**src/sv/dmul_pkg.sv**
```systemverilog
`default_nettype none
// ----------------------------------------------------------------------------
// Decimal digit multiplier package
// Shared sizes, transaction payload types, sequencer states and the
// control bundle of the arithmetic unit.
// ----------------------------------------------------------------------------
package dmul_pkg;

    // Operand size and derived widths.
    localparam int MAX_DIGITS = 32;
    localparam int DIGIT_W    = 4;
    localparam int DIG_AW     = (MAX_DIGITS > 1) ? $clog2(MAX_DIGITS) : 1;
    localparam int CNT_W      = $clog2(MAX_DIGITS + 1);
    localparam int NUM_COLS   = 2 * MAX_DIGITS;
    localparam int COL_W      = $clog2(NUM_COLS);
    localparam int NCOL_W     = $clog2(NUM_COLS + 1);

    // Column accumulator; a column plus incoming carry stays far below 2**16.
    localparam int ACC_W      = 16;

    // Division by ten as a multiply by a scaled reciprocal and a shift.
    localparam int              DIV10_MUL_W = 16;
    localparam int              MUL_W       = ACC_W + DIV10_MUL_W;
    localparam logic [DIV10_MUL_W-1:0] DIV10_MUL = 16'd52429;
    localparam int              DIV10_SH    = 19;

    localparam logic [DIGIT_W-1:0] DIGIT_MAX = 4'd9;
    localparam logic [CNT_W-1:0]   MAX_CNT   = CNT_W'(MAX_DIGITS);

    // One incoming transaction.
    typedef struct packed {
        logic               req_type;
        logic [DIGIT_W-1:0] digit;
        logic               last;
    } t_in_item;

    // One outgoing transaction.
    typedef struct packed {
        logic [DIGIT_W-1:0] product_digit;
        logic               last_digit;
        logic               too_long;
    } t_out_item;

    // Sequencer states.
    typedef enum logic [2:0] {
        ST_LOAD,
        ST_COL,
        ST_MAC,
        ST_QUOT,
        ST_DIGIT,
        ST_RD,
        ST_EMIT
    } t_state;

    // Operations of the shared arithmetic unit.
    typedef enum logic [2:0] {
        ALU_HOLD,
        ALU_INIT,
        ALU_MAC,
        ALU_QUOT,
        ALU_DIGIT
    } t_alu_op;

    typedef struct packed {
        t_alu_op op;
        logic    carry_clr;
    } t_alu_ctl;

endpackage
`default_nettype wire

```
**src/sv/dmul_opmem.sv**
```systemverilog
`default_nettype none
// ----------------------------------------------------------------------------
// Operand digit stores
// Two digit memories, one per operand, with one write port shared by both
// and one registered read port each.
// ----------------------------------------------------------------------------
module dmul_opmem (
    input  wire logic                           i_clk,
    input  wire logic                           i_we,
    input  wire logic                           i_sel,
    input  wire logic [dmul_pkg::DIG_AW-1:0]    i_waddr,
    input  wire logic [dmul_pkg::DIGIT_W-1:0]   i_wdata,
    input  wire logic [dmul_pkg::DIG_AW-1:0]    i_raddr_a,
    input  wire logic [dmul_pkg::DIG_AW-1:0]    i_raddr_b,
    output logic      [dmul_pkg::DIGIT_W-1:0]   o_rdata_a,
    output logic      [dmul_pkg::DIGIT_W-1:0]   o_rdata_b
);
    import dmul_pkg::*;

    logic [DIGIT_W-1:0] r_first_mem  [MAX_DIGITS];
    logic [DIGIT_W-1:0] r_second_mem [MAX_DIGITS];
    logic [DIGIT_W-1:0] r_rd_a;
    logic [DIGIT_W-1:0] r_rd_b;

    // Digit writes; i_sel picks the second operand.
    always_ff @(posedge i_clk) begin
        if (i_we && !i_sel) begin
            r_first_mem[i_waddr] <= i_wdata;
        end
        if (i_we && i_sel) begin
            r_second_mem[i_waddr] <= i_wdata;
        end
    end

    // Registered reads, one per operand.
    always_ff @(posedge i_clk) begin
        r_rd_a <= r_first_mem[i_raddr_a];
        r_rd_b <= r_second_mem[i_raddr_b];
    end

    assign o_rdata_a = r_rd_a;
    assign o_rdata_b = r_rd_b;

endmodule
`default_nettype wire

```
**src/sv/dmul_alu.sv**
```systemverilog
`default_nettype none
// ----------------------------------------------------------------------------
// Shared arithmetic unit
// Accumulates digit products of one column, then splits the column into a
// base-ten digit and a carry into the next column.
// ----------------------------------------------------------------------------
module dmul_alu (
    input  wire logic                           i_clk,
    input  wire dmul_pkg::t_alu_ctl             i_ctl,
    input  wire logic [dmul_pkg::DIGIT_W-1:0]   i_a,
    input  wire logic [dmul_pkg::DIGIT_W-1:0]   i_b,
    output logic      [dmul_pkg::DIGIT_W-1:0]   o_digit
);
    import dmul_pkg::*;

    logic [ACC_W-1:0]     r_acc;
    logic [ACC_W-1:0]     r_quot;
    logic [ACC_W-1:0]     r_carry;
    logic [2*DIGIT_W-1:0] prod;
    logic [MUL_W-1:0]     recip;
    logic [ACC_W-1:0]     quot_next;
    logic [ACC_W-1:0]     tens;
    logic [ACC_W-1:0]     rem;

    // Digit product and the reciprocal multiply for the quotient by ten.
    assign prod      = i_a * i_b;
    assign recip     = MUL_W'(r_acc) * MUL_W'(DIV10_MUL);
    assign quot_next = ACC_W'(recip >> DIV10_SH);

    // Remainder from the registered quotient: acc - 10 * quot.
    assign tens    = (r_quot << 3) + (r_quot << 1);
    assign rem     = r_acc - tens;
    assign o_digit = rem[DIGIT_W-1:0];

    // Accumulator, quotient and carry registers.
    always_ff @(posedge i_clk) begin
        case (i_ctl.op)
            ALU_INIT:  r_acc   <= r_carry;
            ALU_MAC:   r_acc   <= r_acc + ACC_W'(prod);
            ALU_QUOT:  r_quot  <= quot_next;
            ALU_DIGIT: r_carry <= r_quot;
            default: begin
            end
        endcase
        if (i_ctl.carry_clr) begin
            r_carry <= '0;
        end
    end

endmodule
`default_nettype wire

```
**src/sv/dmul_ctrl.sv**
```systemverilog
`default_nettype none
// ----------------------------------------------------------------------------
// Multiplier sequencer
// Loads operand digits, walks the columns of the product pair by pair,
// stores the product digits and sends them out most significant first.
// ----------------------------------------------------------------------------
module dmul_ctrl (
    input  wire logic                           i_clk,
    input  wire logic                           i_rst_n,
    input  wire logic                           i_valid,
    output logic                                o_stall,
    input  wire dmul_pkg::t_in_item             i_in,
    output logic                                o_valid,
    input  wire logic                           i_stall,
    output dmul_pkg::t_out_item                 o_out,
    output logic                                o_mem_we,
    output logic                                o_mem_sel,
    output logic      [dmul_pkg::DIG_AW-1:0]    o_mem_waddr,
    output logic      [dmul_pkg::DIGIT_W-1:0]   o_mem_wdata,
    output logic      [dmul_pkg::DIG_AW-1:0]    o_raddr_a,
    output logic      [dmul_pkg::DIG_AW-1:0]    o_raddr_b,
    output dmul_pkg::t_alu_ctl                  o_alu_ctl,
    input  wire logic [dmul_pkg::DIGIT_W-1:0]   i_digit
);
    import dmul_pkg::*;

    t_state              r_state;
    t_state              n_state;
    logic [CNT_W-1:0]    r_first_cnt;
    logic [CNT_W-1:0]    r_second_cnt;
    logic                r_ovf;
    logic [COL_W-1:0]    r_col;
    logic [NCOL_W-1:0]   r_i;
    logic [NCOL_W-1:0]   r_ihi;
    logic                r_pv;
    logic [COL_W-1:0]    r_top;
    logic [COL_W-1:0]    r_e;
    logic [DIGIT_W-1:0]  r_res_mem [NUM_COLS];
    logic [DIGIT_W-1:0]  r_res_rd;

    logic                in_acc;
    logic                out_acc;
    logic [DIGIT_W-1:0]  dsat;
    logic [CNT_W-1:0]    cur_cnt;
    logic                room;
    logic                ops_nz;
    logic [NCOL_W-1:0]   ncols;
    logic [NCOL_W-1:0]   col_ext;
    logic [NCOL_W-1:0]   m_ext;
    logic [NCOL_W-1:0]   n_ext;
    logic                col_last;
    logic [NCOL_W-1:0]   ilo;
    logic [NCOL_W-1:0]   ihi;
    logic                issue;
    logic [NCOL_W-1:0]   addr_a;
    logic [NCOL_W-1:0]   addr_b;
    logic [COL_W-1:0]    top_next;

    // Handshake terms.
    assign in_acc  = i_valid && !o_stall;
    assign out_acc = o_valid && !i_stall;

    // Load side: saturate the digit and pick the operand count.
    assign dsat    = (i_in.digit > DIGIT_MAX) ? DIGIT_MAX : i_in.digit;
    assign cur_cnt = i_in.req_type ? r_second_cnt : r_first_cnt;
    assign room    = cur_cnt < MAX_CNT;

    // Column bounds: pairs (i, c - i) with both digit indexes in range.
    assign m_ext    = NCOL_W'(r_first_cnt);
    assign n_ext    = NCOL_W'(r_second_cnt);
    assign col_ext  = NCOL_W'(r_col);
    assign ops_nz   = (r_first_cnt != '0) && (r_second_cnt != '0);
    assign ncols    = m_ext + n_ext;
    assign col_last = (col_ext + NCOL_W'(1)) >= ncols;
    assign ilo      = (col_ext >= n_ext) ? (col_ext - n_ext + NCOL_W'(1)) : '0;
    assign ihi      = (col_ext < (m_ext - NCOL_W'(1))) ? col_ext : (m_ext - NCOL_W'(1));
    assign issue    = (r_state == ST_MAC) && ops_nz && (r_i <= r_ihi);

    // Digits are stored most significant first, columns count from the bottom.
    assign addr_a   = m_ext - NCOL_W'(1) - r_i;
    assign addr_b   = n_ext - NCOL_W'(1) - col_ext + r_i;
    assign top_next = (i_digit != '0) ? r_col : r_top;

    // Next state.
    always_comb begin
        n_state = r_state;
        case (r_state)
            ST_LOAD: begin
                if (in_acc && i_in.req_type && i_in.last) begin
                    n_state = ST_COL;
                end
            end
            ST_COL:   n_state = ST_MAC;
            ST_MAC: begin
                if (!issue && !r_pv) begin
                    n_state = ST_QUOT;
                end
            end
            ST_QUOT:  n_state = ST_DIGIT;
            ST_DIGIT: n_state = col_last ? ST_RD : ST_COL;
            ST_RD:    n_state = ST_EMIT;
            ST_EMIT: begin
                if (!i_stall) begin
                    n_state = (r_e == '0) ? ST_LOAD : ST_RD;
                end
            end
            default:  n_state = ST_LOAD;
        endcase
    end

    // State-driven outputs.
    always_comb begin
        o_stall             = 1'b1;
        o_valid             = 1'b0;
        o_mem_we            = 1'b0;
        o_alu_ctl.op        = ALU_HOLD;
        o_alu_ctl.carry_clr = 1'b0;
        case (r_state)
            ST_LOAD: begin
                o_stall             = 1'b0;
                o_mem_we            = i_valid && room;
                o_alu_ctl.carry_clr = i_valid && i_in.req_type && i_in.last;
            end
            ST_COL:   o_alu_ctl.op = ALU_INIT;
            ST_MAC:   o_alu_ctl.op = r_pv ? ALU_MAC : ALU_HOLD;
            ST_QUOT:  o_alu_ctl.op = ALU_QUOT;
            ST_DIGIT: o_alu_ctl.op = ALU_DIGIT;
            ST_EMIT:  o_valid      = 1'b1;
            default: begin
            end
        endcase
    end

    assign o_mem_sel   = i_in.req_type;
    assign o_mem_waddr = cur_cnt[DIG_AW-1:0];
    assign o_mem_wdata = dsat;
    assign o_raddr_a   = addr_a[DIG_AW-1:0];
    assign o_raddr_b   = addr_b[DIG_AW-1:0];

    // Control registers.
    always_ff @(posedge i_clk) begin
        if (!i_rst_n) begin
            r_state      <= ST_LOAD;
            r_first_cnt  <= '0;
            r_second_cnt <= '0;
            r_ovf        <= 1'b0;
            r_pv         <= 1'b0;
        end else begin
            r_state <= n_state;
            case (r_state)
                ST_LOAD: begin
                    if (in_acc) begin
                        if (!room) begin
                            r_ovf <= 1'b1;
                        end else if (i_in.req_type) begin
                            r_second_cnt <= r_second_cnt + CNT_W'(1);
                        end else begin
                            r_first_cnt <= r_first_cnt + CNT_W'(1);
                        end
                    end
                end
                ST_COL: r_pv <= 1'b0;
                ST_MAC: r_pv <= issue;
                ST_EMIT: begin
                    if (out_acc && (r_e == '0)) begin
                        r_first_cnt  <= '0;
                        r_second_cnt <= '0;
                        r_ovf        <= 1'b0;
                    end
                end
                default: begin
                end
            endcase
        end
    end

    // Column walk and emission counters.
    always_ff @(posedge i_clk) begin
        case (r_state)
            ST_LOAD: begin
                r_col <= '0;
                r_top <= '0;
            end
            ST_COL: begin
                r_i   <= ilo;
                r_ihi <= ihi;
            end
            ST_MAC: begin
                if (issue) begin
                    r_i <= r_i + NCOL_W'(1);
                end
            end
            ST_DIGIT: begin
                r_top <= top_next;
                if (col_last) begin
                    r_e <= top_next;
                end else begin
                    r_col <= r_col + COL_W'(1);
                end
            end
            ST_EMIT: begin
                if (out_acc && (r_e != '0)) begin
                    r_e <= r_e - COL_W'(1);
                end
            end
            default: begin
            end
        endcase
    end

    // Product digit store, written per column and read for emission.
    always_ff @(posedge i_clk) begin
        if (r_state == ST_DIGIT) begin
            r_res_mem[r_col] <= i_digit;
        end
        if (r_state == ST_RD) begin
            r_res_rd <= r_res_mem[r_e];
        end
    end

    // Result transaction, held steady while stalled.
    assign o_out.product_digit = r_res_rd;
    assign o_out.last_digit    = (r_e == '0);
    assign o_out.too_long      = r_ovf;

endmodule
`default_nettype wire

```
**src/sv/decimal_digit_multiplier_top.sv**
```systemverilog
`default_nettype none
// ----------------------------------------------------------------------------
// Decimal digit multiplier
// Schoolbook multiplication of two decimal operands loaded digit by digit.
// ----------------------------------------------------------------------------
// While loading, the block takes a digit whenever one is offered. The digit
// of the second operand marked last starts the product; the block then
// stalls its input until the final product digit has been taken. One
// multiply-accumulate unit and one read port per operand store do all the
// work: each column sums its digit pairs, then a divide-by-ten step splits
// off the carry. Each product digit is read from the result store and then
// sent, most significant first, without leading zeros. Operands longer than
// the store keep their leading digits and flag too_long on every product
// digit.
module decimal_digit_multiplier_top (
    input  wire logic                i_clk,
    input  wire logic                i_rst_n,
    input  wire logic                i_valid,
    output logic                     o_stall,
    input  wire dmul_pkg::t_in_item  i_in,
    output logic                     o_valid,
    input  wire logic                i_stall,
    output dmul_pkg::t_out_item      o_out
);
    import dmul_pkg::*;

    logic                mem_we;
    logic                mem_sel;
    logic [DIG_AW-1:0]   mem_waddr;
    logic [DIGIT_W-1:0]  mem_wdata;
    logic [DIG_AW-1:0]   raddr_a;
    logic [DIG_AW-1:0]   raddr_b;
    logic [DIGIT_W-1:0]  rdata_a;
    logic [DIGIT_W-1:0]  rdata_b;
    t_alu_ctl            alu_ctl;
    logic [DIGIT_W-1:0]  digit;

    // Sequencer.
    dmul_ctrl u_ctrl (
        .i_clk       (i_clk),
        .i_rst_n     (i_rst_n),
        .i_valid     (i_valid),
        .o_stall     (o_stall),
        .i_in        (i_in),
        .o_valid     (o_valid),
        .i_stall     (i_stall),
        .o_out       (o_out),
        .o_mem_we    (mem_we),
        .o_mem_sel   (mem_sel),
        .o_mem_waddr (mem_waddr),
        .o_mem_wdata (mem_wdata),
        .o_raddr_a   (raddr_a),
        .o_raddr_b   (raddr_b),
        .o_alu_ctl   (alu_ctl),
        .i_digit     (digit)
    );

    // Operand stores.
    dmul_opmem u_opmem (
        .i_clk     (i_clk),
        .i_we      (mem_we),
        .i_sel     (mem_sel),
        .i_waddr   (mem_waddr),
        .i_wdata   (mem_wdata),
        .i_raddr_a (raddr_a),
        .i_raddr_b (raddr_b),
        .o_rdata_a (rdata_a),
        .o_rdata_b (rdata_b)
    );

    // Shared multiply-accumulate and carry unit.
    dmul_alu u_alu (
        .i_clk   (i_clk),
        .i_ctl   (alu_ctl),
        .i_a     (rdata_a),
        .i_b     (rdata_b),
        .o_digit (digit)
    );

endmodule
`default_nettype wire

```
**config.mk**
```make
export PLATFORM = sky130hd
export DESIGN_NAME = decimal_digit_multiplier_top
export DESIGN_NICKNAME = d
export VERILOG_FILES = /design/src/sv/dmul_pkg.sv /design/src/sv/dmul_opmem.sv /design/src/sv/dmul_alu.sv /design/src/sv/dmul_ctrl.sv /design/src/sv/decimal_digit_multiplier_top.sv
export SDC_FILE = /design/constraint.sdc
export NUM_CORES = 1
export LEC_CHECK = 0
export BUFFER_PORTS_ARGS = -buffer_cell sky130_fd_sc_hd__buf_4
export CORE_MARGIN = 2
export CORE_UTILIZATION = 58
export DETAILED_ROUTE_END_ITERATION = 10
export PLACE_DENSITY = 0.77
export SYNTH_ARGS = -nofsm -noshare
export SYNTH_HDL_FRONTEND = slang
export SYNTH_SLANG_ARGS = --single-unit
```
**constraint.sdc**
```tcl
create_clock -name i_clk -period 5.45 [get_ports i_clk]
set_clock_uncertainty 0.1 [all_clocks]
set_input_delay 1.635 -clock i_clk [delete_from_list [all_inputs] [get_ports i_clk]]
set_output_delay 1.635 -clock i_clk [all_outputs]
set_load 0.005 [all_outputs]
```
# Word-level counts from Yosys, hierarchy flattened
# Memories as Yosys holds them, arrays and structs flattened. A register that Yosys moved wholly into a read port is not among the register bits.
# Cells that the tools add are included.
[classes]
addsub = 17
multipliers = 2
order_cmp = 6
eq_ne = 23
n_mux = 46
reduce_logical = 37
[op_table]
columns = ["cell", "n"]
rows = [
  ["$mux 6", 13],
  ["$pmux 6 s2", 5],
  ["$mul 16x16->32 const B", 1],
  ["$pmux 16 s2", 1],
  ["$pmux 3 s7", 1],
  ["$add 6x1->6 const B", 3],
  ["$reduce_bool 6->1", 3],
  ["$add 16x8->16", 1],
  ["$logic_and 1x1->1", 15],
  ["$mux 3", 5],
  ["$add 7x1->7 const B", 2],
  ["$mux 7", 2],
  ["$ne 2x2->1 const B", 7],
  ["$pmux 7 s2", 1],
  ["$mux 1", 13],
  ["$eq 3x2->1 const B", 4],
  ["$eq 3x3->1 const B", 4],
  ["$ne 2x1->1 const B", 6],
  ["$pmux 3 s4", 1],
  ["$reduce_and 5->1", 2],
  ["$reduce_bool 2->1", 5],
  ["$sub 5x5->5", 2],
  ["$mul 4x4->8", 1],
  ["$add 6x1->7 const B", 1],
  ["other kinds (25)", 32],
]
[totals]
regBits = 91
mem_bits_rw = 512
inputBits = 10
out_inout_bits = 8
elab_cells = 148
n_memories = 3
[mem_list]
columns = ["name", "depth", "word_bits", "read_ports", "rd_clocked_by_memory_dff", "write_ports", "line", "text"]
rows = [
  ["u_ctrl.r_res_mem", 64, 4, 1, 1, 1, "dmul_ctrl.sv:38", "logic [DIGIT_W-1:0] r_res_mem [NUM_COLS];"],
  ["u_opmem.r_first_mem", 32, 4, 1, 1, 1, "dmul_opmem.sv:20", "logic [DIGIT_W-1:0] r_first_mem [MAX_DIGITS];"],
  ["u_opmem.r_second_mem", 32, 4, 1, 1, 1, "dmul_opmem.sv:21", "logic [DIGIT_W-1:0] r_second_mem [MAX_DIGITS];"],
]

# Depth between registers and ports, before layout
[logic_depth]
ltp_word = 8
depth_mapped = 21
depth_no_buf = 21

# Hierarchy
# A second synthesis with hierarchy kept.
[hier_totals]
hier_cells = 2178
hier_area_um2 = 31819.3
[modules_own_cells]
columns = ["module", "n_inst", "cells_per_inst", "area_per_inst_um2", "seq_area_each_um2"]
rows = [
  ["dmul_ctrl", 1, 942, 14263.7, 9108.7],
  ["dmul_opmem", 1, 461, 10236.1, 7847.5],
  ["dmul_alu", 1, 775, 7319.5, 1131.1],
]

# Least setup slack after synthesis
# No wires, ideal clock.
[synth_timing]
path_kind = "flip-flop to flip-flop"
from = "register u_alu.r_acc[3]"
to = "register u_alu.r_quot[11] (data pin)"
setup_time_ns = 0.195
arrival_time_ns = 4.891
required_time_ns = 5.155
setup_slack_ns = 0.264
path_stages_with_launch = 19
path_buffers = 0
period_less_slack_ns = 5.186
path_cell_list = "edfxtp_1 ha_1 inv_1 fa_1 inv_1 fa_1 fa_1 fa_1 inv_1 fa_1 inv_1 ha_1 nand3_1 nor2_1 nand3_1 o31ai_1 a31oi_1 o21ba_2 o311ai_0"
[synth_between]
elab_chain_len = 1
[synth_lines]
columns = ["item", "line", "text"]
rows = [
  ["start: declaration", "dmul_alu.sv:16", "logic [ACC_W-1:0] r_acc;"],
  ["start signal: assignment", "dmul_alu.sv:38", "ALU_INIT: r_acc <= r_carry;"],
  ["start signal: assignment", "dmul_alu.sv:39", "ALU_MAC: r_acc <= r_acc + ACC_W'(prod);"],
  ["$mul 16x16->32", "dmul_alu.sv:27", "assign recip = MUL_W'(r_acc) * MUL_W'(DIV10_MUL);"],
  ["net u_alu.recip[30]", "dmul_alu.sv:20", "logic [MUL_W-1:0] recip;"],
  ["end signal: assignment", "dmul_alu.sv:40", "ALU_QUOT: r_quot <= quot_next;"],
  ["end: declaration", "dmul_alu.sv:17", "logic [ACC_W-1:0] r_quot;"],
]
# The timed path passes the listed nets, and every way through them passes these cells.
# A chain may end at the register's enable or synchronous reset.

# Worst setup path in the final report
# Same ends and word-level chain as after synthesis.

==> key figures <==
Route
  • Antenna Nets Post-Route: 0
  • Drt drc: 0
  • DRT iter0 DRCs: 1628
  • First-pass DRT Iterations: 6
  • Vias: 17500
  • Routed WL: 67900 um
  • Vias per inst: 6.05
  • Routed WL per cell: ~23 um

Final layout
  • Sequential Area: 0.0181 mm^2
  • Layout Nets: 2461
  • Antenna diodes: 0
  • Number of fill cells: about 3800
  • Layout cell share with drive strength beyond 1: 18.3%
  • Area of the multi-input gates: between 0.01 and 0.015 mm^2
  • Finished Layout Cells: 2891
  • Syn-to-layout area delta: 11.0%
  • Design area: 0.0347 mm^2

Floorplanning
  • Core box area: 0.0536 mm^2
  • I/O pins: 18
  • Die H: between 200 and 250 um
  • Row cnt: 85
  • Initial Util: 58.3%
  • Die width: 236 um
  • Die area: 0.0558 mm^2

GRT
  • Largest net degree at the start of global routing: 68
  • All-layer global routing usage: 25.0%
  • First-pass GRT wire length: about 110000 um
  • Initial antenna violation count: 1
  • Number of global-route vias before repair: 18300
  • Total gr overflow: 0

Clocking
  • H-tree depth: 2
  • CTS Buf Count: 59
  • Sink Count: 615
  • Root Driver: clkbuf_16
  • Worst skew pair latency: ~630 ps
  • Clock transition at path regs: ~70 ps
  • CTS max path bufs: 3
  • CTS tree: yes

Yosys
  • Most numerous cell in the Yosys netlist: edfxtp_1
  • Gate Count Post-Synth: 2058
  • Synth cell count leaders: edfxtp_1 (577), inv_1 (220), ha_1 (205), nor2_1 (181), mux4_2 (164)
  • Largest area contributor in the netlist: edfxtp_1
  • Post-synthesis xor/xnor area fraction: ~2.2%
  • Largest family of logic cells by synthesized area: adder cells
  • Distinct cells, synth: 58
  • Prevailing post-synth register cell: edfxtp_1
  • FFs w/ async S/R, synth: 0%
  • Syn_nets: 2372
  • Synth top area cells: edfxtp_1 (55%), mux4_2 (12%), ha_1 (8.2%)
  • #FFs+latches synth: 615
  • Simple-gate share of the synthesized area: 5.72%
  • Sequential area share after synthesis: 57.9%
  • Mux contribution to synthesized area: 12.5%
  • Post-Syn Area per Cell: 15.2 um^2
  • Yosys top cell area share: 55.4%
  • Number of enable flip-flop cells after synthesis: between 500 and 600
  • Post-synthesis compound-gate area fraction: 3.65%
  • Post-Synth Adder-Cell Area: 14.5%
  • Number of synthesis warnings: 0
  • Post-Syn Area: 0.0313 mm^2

Setup path
  • Reg-to-reg critical path startpoint: u_alu.r_acc[3]
  • Worst setup SP type: flop
  • Crit path from: u_alu.r_acc[3]
  • CP max FO: 4
  • Flop2flop setup slack: 70 ps
  • Worst Path Arrival: 5650 ps
  • R2R depth: 21
  • WP data required: 5720 ps
  • Critical path endpoint category: flop
  • Reg-to-Reg End: u_alu.r_quot[11]
  • Crit Path Class: flop to flop

Timing
  • Final Cycle Share: 98.7%
  • Slew Limit Fails: 0
  • Post-layout min period: 5380 ps
  • FMAX: 0.186 GHz
  • Final hold vios: 0
  • Worst setup margin: 69.0 ps
  • Rel. slew slack: 15.2%
  • RSZ-0062 raised after global routing: yes
  • Worst Tran Pin Value: approximately 1300 ps
  • Setup Viol. Count Final: 0

Worst hold path
  • Worst min-delay path endpoint: u_alu.r_carry[5]
  • Worst min path class: flop to flop
  • Hold wc startpoint: u_alu.r_carry[5]
  • Hold depth: 2

Placed design
  • Post-Place Worst Slack: -195 ps
  • Number of cells in the design after placement: 2767
  • Post-DP HPWL: 46500 um
  • DP Area: 0.0325 mm^2
  • Gpl congestion: 0.943
  • Port bufs: 17

Job
  • Number of max-cap violations: 0

Outcome
  • Status: complete, no violations
[metal layers]
metal	up-vias	wire [um]	global-route usage, %
li1	7806	-	-
met1	8918	28000	35.0
met2	633	33200	40.9
met3	121	4830	4.29
met4	2	1850	7.29
met5	-	16	0
[through the flow]
| step | utilization (%) | TNS [ps] | hold slack (ps) |
|---|---|---|---|
| 2_1_floorplan | - | 0 | 333 |
| 3_3_place_gp | 60.6 | 0 | 347 |
| 3_5_place_dp | 60.6 | -225 | 355 |
| 4_1_cts | 64.2 | 0 | 364 |
| 5_1_grt | 64.7 | -374 | 387 |
| 6_report | 64.7 | 0 | 366 |
[cell type report]
type                       instances  area share (%)
clock buffer                      77            4.59
clock inverter                    32           0.833
inverter                         220            2.38
multi-input combinational       1159            35.5
sequential                       615            52.1
tap                              696            2.51
timing repair buffer              92            2.00
[cells by family (layout without fill, tap and decap cells)]
group           Yosys count  in the layout
fa+ha+maj               304            304
compound gates          186            186
flops                   615            615
xor+xnor                 78             78
simple gates            405            405
other cells               1              1
buf+inv                 284            421
mux                     185            185
[sequential cells by signal, indices dropped and copies added, names as in the netlist, 3 cells and up]
register	flops
u_alu.r_acc	16
u_alu.r_carry	13
u_alu.r_quot	13
u_ctrl.r_col	6
u_ctrl.r_e	6
u_ctrl.r_first_cnt	6
u_ctrl.r_i	7
u_ctrl.r_ihi	7
u_ctrl.r_res_mem	256
u_ctrl.r_res_rd	4
u_ctrl.r_second_cnt	6
u_ctrl.r_state	3
u_ctrl.r_top	6
u_opmem.o_rdata_a	4
u_opmem.o_rdata_b	4
u_opmem.r_first_mem	128
u_opmem.r_second_mem	128
[critical path, stage by stage (launching register included)]
cell and delay, ps:
edfxtp_1 430, buf_6 150, ha_4 250, inv_2 30, fa_1 490, inv_2 40, fa_1 570, fa_1 450
fa_1 510, inv_1 50, fa_1 510, inv_2 50, ha_4 290, nand3_4 80, nor2_4 130, nand3_2 100
o31ai_2 220, a31oi_1 100, buf_4 170, o21ba_4 230, nand3_4 90, o311ai_4 80
[layout by cell type (no fill, tap or decap), types with 7 or more instances in the layout]
cell type / count
edfxtp_1: 577
inv_1: 215
ha_1: 197
nor2_1: 180
mux4_2: 164
nand2_1: 106
fa_1: 98
buf_4: 91
a21oi_1: 63
clkbuf_16: 59
xnor2_1: 43
o21ai_0: 40
dfxtp_1: 38
xor2_1: 31
nand3_1: 30
and2_1: 16
a21o_1: 15
nand4_1: 13
clkbuf_1: 13
nand2b_1: 12
mux2_2: 12
nor3_1: 11
nor2b_1: 10
clkinv_1: 10
mux2i_1: 9
o31ai_1: 8
clkinv_2: 7
[repair_timing]
| action | CTS | global route |
|---|---|---|
| setup buffers | 6 | 10 |
| resized for setup | 2 | 37 |
| hold buffers | 0 | 0 |
| cloned | 0 | 0 |
| setup endpoints to repair | 3 | 9 |
| pin swaps | 1 | 22 |
[worst max path at each step]
stage	endpoint	slack [ps]	cells after the start
2_1_floorplan	u_alu.r_quot[11]	260	18
5_1_grt	u_alu.r_quot[10]	-120	21
3_3_place_gp	u_alu.r_quot[11]	70	19
3_5_place_dp	u_alu.r_quot[11]	-190	19
6_report	u_alu.r_quot[11]	70	21
4_1_cts	u_alu.r_quot[8]	3	19
Power is not shown: default switching activity piles up to over one toggle a cycle in this logic, so the estimate is an artifact.
